==> config.mk <==
export PLATFORM = sky130hd
export DESIGN_NAME = wrsi_ctrl
export DESIGN_NICKNAME = d
export VERILOG_FILES = /design/src/rtl/wrsi_pkg.sv /design/src/rtl/wrsi_ctrl.sv
export VERILOG_INCLUDE_DIRS = /design/src /design/src/rtl
export SDC_FILE = /design/constraint.sdc
export NUM_CORES = 1
export LEC_CHECK = 0
export BUFFER_PORTS_ARGS = -buffer_cell sky130_fd_sc_hd__buf_2
export CAP_MARGIN = 0
export CELL_PAD_IN_SITES_DETAIL_PLACEMENT = 0
export CELL_PAD_IN_SITES_GLOBAL_PLACEMENT = 1
export CORE_AREA = 2 2 39 41
export DETAILED_ROUTE_END_ITERATION = 10
export DIE_AREA = 0 0 41 43
export PLACE_DENSITY_LB_ADDON = 0.1
export SYNTH_ARGS = -nofsm -noshare
export SYNTH_HDL_FRONTEND = slang
export SYNTH_SLANG_ARGS = --single-unit
==> constraint.sdc <==
create_clock -name clk -period 1.7 [get_ports clk]
set_clock_uncertainty 0.2 [all_clocks]
set_input_delay 0.51 -clock clk [delete_from_list [all_inputs] [get_ports clk]]
set_output_delay 0.51 -clock clk [all_outputs]
set_load 0.005 [all_outputs]
==> src/rtl/assert_macros.svh <==
// Assertion helper macros for the RTL.
`ifndef ASSERT_MACROS_SVH
`define ASSERT_MACROS_SVH
// Concurrent implication checked on every rising clock edge outside reset.
`define ASSERT_IMPL(label, clk, rst_n, ante, cons) \
    label: assert property (@(posedge clk) disable iff (!rst_n) (ante) |-> (cons)) \
        else $error("assertion failed");
// Next-cycle implication.
`define ASSERT_NEXT(label, clk, rst_n, ante, cons) \
    label: assert property (@(posedge clk) disable iff (!rst_n) (ante) |=> (cons)) \
        else $error("assertion failed");
`endif

==> src/rtl/wrsi_pkg.sv <==
// ---------------------------------------------------------------------------
// wrsi_pkg
// Shared types and constants of the Wilder RSI stream block.
// ---------------------------------------------------------------------------
package wrsi_pkg;

    localparam int VALUE_WIDTH_DEF = 32;
    localparam int FRAC_BITS_DEF   = 16;
    localparam int AVG_W           = 48;
    localparam int CNT_W           = 17;
    localparam int PER_W           = 16;
    localparam int RSI_W           = 23;
    localparam int DIV_W           = 64;
    localparam logic [PER_W-1:0] PERIOD_RESET = 16'd14;
    localparam logic [7:0] HUNDRED = 8'd100;

    typedef enum logic [1:0] {
        SEL_GAIN  = 2'd0,
        SEL_LOSS  = 2'd1,
        SEL_RATIO = 2'd2
    } div_sel_t;

    typedef struct packed {
        logic     prep;
        logic     div_start;
        div_sel_t div_sel;
        logic     latch;
        logic     commit;
    } wrsi_cmd_t;

    typedef struct packed {
        logic div_done;
        logic phase_smooth;
        logic phase_first;
        logic total_zero;
    } wrsi_stat_t;

endpackage

==> src/rtl/wrsi_ctrl.sv <==
// ---------------------------------------------------------------------------
// wrsi_ctrl
// Sequencer for one item: prepare, divide gain and loss and form the ratio (skipped in lookback), then deliver.
// ---------------------------------------------------------------------------
`include "assert_macros.svh"
module wrsi_ctrl
(
    input  logic                  clk,
    input  logic                  rst_n,
    input  logic                  in_fire,
    input  logic                  out_fire,
    output logic                  in_ready,
    output logic                  out_valid,
    output logic                  zero_rsi,
    output wrsi_pkg::wrsi_cmd_t   cmd,
    input  wrsi_pkg::wrsi_stat_t  stat
);
    typedef enum logic [3:0] {
        S_IDLE, S_PREP, S_GW, S_LS, S_LW, S_RS, S_RW, S_COMMIT, S_OUT
    } state_t;

    state_t state_reg;
    logic   zero_reg;

    always_ff @(posedge clk or negedge rst_n)
    begin
        if (!rst_n)
        begin
            state_reg <= S_IDLE;
            zero_reg  <= 1'b0;
        end
        else
        begin
            unique case (state_reg)
                S_IDLE:   if (in_fire) state_reg <= S_PREP;
                S_PREP:
                begin
                    if (stat.phase_smooth || stat.phase_first) state_reg <= S_GW;
                    else state_reg <= S_COMMIT;
                end
                S_GW:     if (stat.div_done) state_reg <= S_LS;
                S_LS:     state_reg <= S_LW;
                S_LW:     if (stat.div_done) state_reg <= S_RS;
                S_RS:
                begin
                    zero_reg  <= stat.total_zero;
                    state_reg <= S_RW;
                end
                S_RW:     if (stat.div_done || zero_reg) state_reg <= S_COMMIT;
                S_COMMIT: state_reg <= S_OUT;
                S_OUT:    if (out_fire) state_reg <= S_IDLE;
                default:  state_reg <= S_IDLE;
            endcase
        end
    end

    always_comb
    begin
        cmd = '0;
        cmd.div_sel = wrsi_pkg::SEL_GAIN;
        unique case (state_reg)
            S_IDLE:   cmd.prep = in_fire;
            S_PREP:   cmd.div_start = stat.phase_smooth || stat.phase_first;
            S_GW:     cmd.latch = stat.div_done;
            S_LS:
            begin
                cmd.div_sel   = wrsi_pkg::SEL_LOSS;
                cmd.div_start = 1'b1;
            end
            S_LW:
            begin
                cmd.div_sel = wrsi_pkg::SEL_LOSS;
                cmd.latch   = stat.div_done;
            end
            S_RS:
            begin
                cmd.div_sel   = wrsi_pkg::SEL_RATIO;
                cmd.div_start = !stat.total_zero;
            end
            S_RW:
            begin
                cmd.div_sel = wrsi_pkg::SEL_RATIO;
                cmd.latch   = stat.div_done && !zero_reg;
            end
            S_COMMIT: cmd.commit = 1'b1;
            default:  cmd.prep = 1'b0;
        endcase
    end

    assign in_ready  = state_reg == S_IDLE;
    assign out_valid = state_reg == S_OUT;
    assign zero_rsi  = zero_reg;

    `ASSERT_IMPL(a_no_overlap, clk, rst_n, out_valid, !in_ready)
    `ASSERT_NEXT(a_commit_out, clk, rst_n, cmd.commit, out_valid)
    `ASSERT_IMPL(a_start_busy, clk, rst_n, cmd.div_start, !in_ready && !out_valid)

endmodule

# ---- Word level (Yosys, flattened, before mapping)
# Cells that the tools add are included.
dict set report classes {
  n_eq_ne 13
  mux 12
  n_reduce_logical 10
}
# cell n
set ops {}
lappend ops {{one-hot mux 4 bit (9 select lines)} 1}
lappend ops {{2-to-1 mux 4 bit} 5}
lappend ops {{== test 4 x 3 -> 1 bit (second input constant)} 4}
lappend ops {{!= test 2 bit (second input constant)} 5}
lappend ops {{== test 4 x 2 -> 1 bit (second input constant)} 2}
lappend ops {{OR reduction 2 bit} 3}
lappend ops {{AND reduction 5 bit} 1}
lappend ops {{== test 4 x 1 -> 1 bit (second input constant)} 1}
lappend ops {{== test 4 bit (second input constant)} 1}
lappend ops {{zero test 4 bit} 1}
lappend ops {{one-hot mux 2 bit (2 select lines)} 1}
lappend ops {{2-to-1 mux 3 bit} 1}
lappend ops {{one-hot mux 1 bit (3 select lines)} 1}
lappend ops {{zero test 1 bit} 2}
lappend ops {{logical OR 1 bit} 2}
lappend ops {{2-to-1 mux 1 bit} 2}
lappend ops {{one-hot mux 1 bit (2 select lines)} 1}
lappend ops {{logical AND 1 bit} 1}
dict set report word_totals {
  reg_bits 5
  elab_cells 37
}

# ---- Logic depth before layout (Yosys ltp)
dict set report logic_depth {
  depth_word 3
  mapped_depth 4
  depth_no_buf 3
}

# ---- Least setup slack after synthesis
# OpenSTA, ideal clock, no wires.
dict set report synth_path {
  path_kind {flip-flop to output port}
  start {reg state_reg[2]}
  end {out cmd[5] (netlist bit)}
  t_arrival_ns 0.990
  t_required_ns 0.990
  slack_ns 0.000
  stages_incl_launch_ff 4
  n_path_buf 1
  cell_sequence {dfrtp_1 > buf_6 > nor4_2 > and2_1}
}
# item line_no
set synth_rtl {}
lappend synth_rtl {{start, declared} wrsi_ctrl.sv:22} ;# state_t state_reg;
lappend synth_rtl {{start signal, assigned} wrsi_ctrl.sv:29} ;# state_reg <= S_IDLE;
lappend synth_rtl {{start signal, assigned} wrsi_ctrl.sv:35} ;# S_IDLE: if (in_fire) state_reg <= S_PREP;
lappend synth_rtl {{start signal, assigned} wrsi_ctrl.sv:38} ;# if (stat.phase_smooth || stat.phase_first) state_reg <= S_GW;
lappend synth_rtl {{end, declared} wrsi_ctrl.sv:15} ;# output wrsi_pkg::wrsi_cmd_t cmd,

==> impl_results.md <==
* Clock transition at path regs at 50 ps
* IO Pins at 17
* Total number of vias at 437
* RSZ-0062 raised after global routing: yes
* Arr. time, crit path at 1270 ps
* Internal Power at 0.000841 W
* CTS tree: yes
* CTS root buffer: clkbuf_4
* Fin crit period at 1980 ps
* Initial DRC Count at 4
* N_diodes at 0
* Slew Limit Headroom at 76.2%
* DP Cell Count at 84
* Place WS at -136 ps
* Die footprint at 0.00176 mm^2
* WS Path Type: reg -> out
* Adder-Cell Fraction of Synth Area at 0%
* H-tree levels at 1
* Avg WL per Cell at 12.0 um
* Power share of the sequential group at 23.9%
* Final Max Tran Viols at 0
* PortBufs at 16
* Worst-Skew Late Latency at 240 ps
* Worst Max-Slew Pin Slew at 354 ps
* Sequential element share of the synthesized area at 32.6%
* Layout cells sized above 1 at 64.1%
* Slowest stage delay, CP at 490 ps
* Post-synthesis cell count at 41
* DRC at 0
* Final hold vios at 0
* Final non-filler cell total at 94
* Setup WS post-layout at -280 ps
* Worst Hold Class: in -> reg
* Worst R2R Start: state_reg[2]$_DFFE_PN0P_
* Post-Syn Area per Cell at 9.37 um^2
* Die Width at 41 um
* Worst hold path depth at 2
* Synth Area in Compound Gates at 14.3%
* Distinct cell type count after synthesis at 25
* Post-Synth Simple-Gate Area at 39.1%
* P_sw at 0.000546 W
* Fill count at 135
* Largest family of logic cells by synthesized area: simple AND/OR/NAND/NOR gates
* P per Cell Area at 2050 mW/mm^2
* Main synth FF type: dfrtp_1
* Clock buffer depth at 2
* Pwr Total at 0.00139 W
* Outcome: finished with violations
* Worst Hold End: zero_rsi$_DFFE_PN0P_
* Max cap viols at 0
* Area Overhead vs Synth at 76.5%
* Sw frac at 39.4%
* FFs w/ async S/R, synth at 100%
* Antenna viol nets, final at 0
* Nets@finish at 87
* Initial core utilization at 27.8%
* Hold Startpoint: stat[0]
* Rows at 14
* Yosys Warn Count at 0
* Worst R2R Setup Slack at 40 ps
* #FFs+latches synth at 5
* Worst Reg-to-Reg Cells at 5
* Max Fclk at 0.505 GHz
* Final setup vio count at 8
* Pre-Repair DR Iteration Count at 3
* Post-synthesis mux area share at 2.93%
* Crit start category: register
* Reg2Reg Capture Point: state_reg[0]$_DFFE_PN0P_
* Gate power share at 66.4%
* Peak supply drop at 750 uV
* GPL Wtd Cong at 0.720
* Clk sinks at 5
* Largest register FFs at 4
* Failing checks: setup timing
* Chip Height at 43 um
* GRT Util Overall at 15.5%
* Lkg Pwr at 0.343 nW
* Worst setup EP type: primary output
* Global-route wire length before repair at 1820 um
* Clk pwr share at 9.8%
* CTS buffer count at 3
* Routed vias/inst at 4.65
* Xor-xnor portion of the synthesized cell area at 2.28%
* Worst path cell trace: nor4_4 -> and2_1 -> buf_2
* Syn_nets at 49
* Initial antenna violation count at 0
* CP Max Fanout at 9
* Routed wire length at 1130 um
* Largest net degree at the start of global routing at 10
* EDFF count, synth at 0
* Critical path's slowest cell: dfrtp_2
* WP data required at 990 ps
* Core area at 0.00138 mm^2
* Period utilization at 116%
* Dpl hpwl at 799 um
* Vias in the first global route at 433
* Post-Syn Area at 384 um^2
* Grt ovf at 0
==> synth_stat cells (all sizes together) (2+ instances only) <==
| library cell | number | area (um^2) |
|---|---|---|
| nand2b | 2 | 12.5 |
| nand2 | 3 | 13.8 |
| and2 | 2 | 12.5 |
| nor3 | 2 | 10.0 |
| nor2 | 8 | 46.3 |
| nor4 | 3 | 25.0 |
| dfrtp | 5 | 125 |
| buf | 3 | 30.0 |
==> placed cells by master (no fill, tap or decap), types with 2 or more instances in the layout <==
cell type	n
buf_4	17
buf_2	16
nor2_1	6
dfrtp_2	4
clkbuf_4	3
nand2_1	2
nor3_1	2
and2_1	2
nor4_1	2
buf_6	2
==> through the flow <==
| step | hold WS [ps] | setup TNS, ps | area, um^2 | utilization, % |
|---|---|---|---|---|
| after global routing | 299 | -2610 | 678 | 49.0 |
| after floorplan | 14.4 | 0 | 384 | - |
| after detailed placement | 130 | -613 | 559 | 40.4 |
| after CTS | 311 | -2030 | 664 | 48.0 |
| after global placement | 125 | -547 | 559 | 40.4 |
| final | 311 | -1960 | 678 | 49.0 |
==> cell type report <==
class	instances	area, um^2	area share, %
clock buffer	4	26.3	3.87
inverter	1	3.75	0.554
sequential	5	130	19.2
multi-input combinational	32	258	38.0
timing repair buffer	36	240	35.4
tap	16	20.0	2.95
==> power by group through the flow <==
stage	Sequential [W]	Combinational (W)	Clock, W
global placement	0.000314	0.000691	0
finish	0.000331	0.000921	0.000135
floorplan	0.000228	0.000464	0
detailed placement	0.000316	0.000706	0
CTS	0.000326	0.000870	0.000139
global route	0.000344	0.00101	0.000152
==> repair_timing <==
item                       in CTS  in global routing
setup endpoints to repair       9                  9
hold endpoints to repair        5                  0
hold buffers                    1                  0
buffers inserted                4                  1
pin swaps                       2                  1
gates resized for setup        10                  2
==> worst max-delay path by stage <==
stage,depth (start not counted),slack [ps],from,end
detailed placement,5,-140,stat[1],cmd[4]
finish,3,-280,state_reg[2]$_DFFE_PN0P_,cmd[5]
CTS,3,-290,state_reg[2]$_DFFE_PN0P_,cmd[5]
global route,3,-350,state_reg[0]$_DFFE_PN0P_,out_valid
floorplan,3,0.07,state_reg[2]$_DFFE_PN0P_,cmd[5]
global placement,4,-110,state_reg[2]$_DFFE_PN0P_,cmd[4]
==> routing by layer <==
| layer | global-route usage (%) | wire length, um |
|---|---|---|
| met5 | 0 | 0 |
| met4 | 4.00 | 0 |
| met3 | 7.85 | 63 |
| met2 | 25.0 | 596 |
| met1 | 17.1 | 468 |
==> kinds of logic after synthesis <==
logic type,after synthesis
AO/OA/AOI/OAI,7
XOR/XNOR,1
buffers and inverters,4
flip-flops,5
multiplexers,1
AND/OR/NAND/NOR,23
==> worst max-delay path: cells and delay by family, from the launching register on <==
kind                   cells  cell delay (ps)
flip-flops                 1              490
AND/OR/NAND/NOR            2              440
buffers and inverters      1              100
No activity file was read; power rests on OpenSTA's default activity.
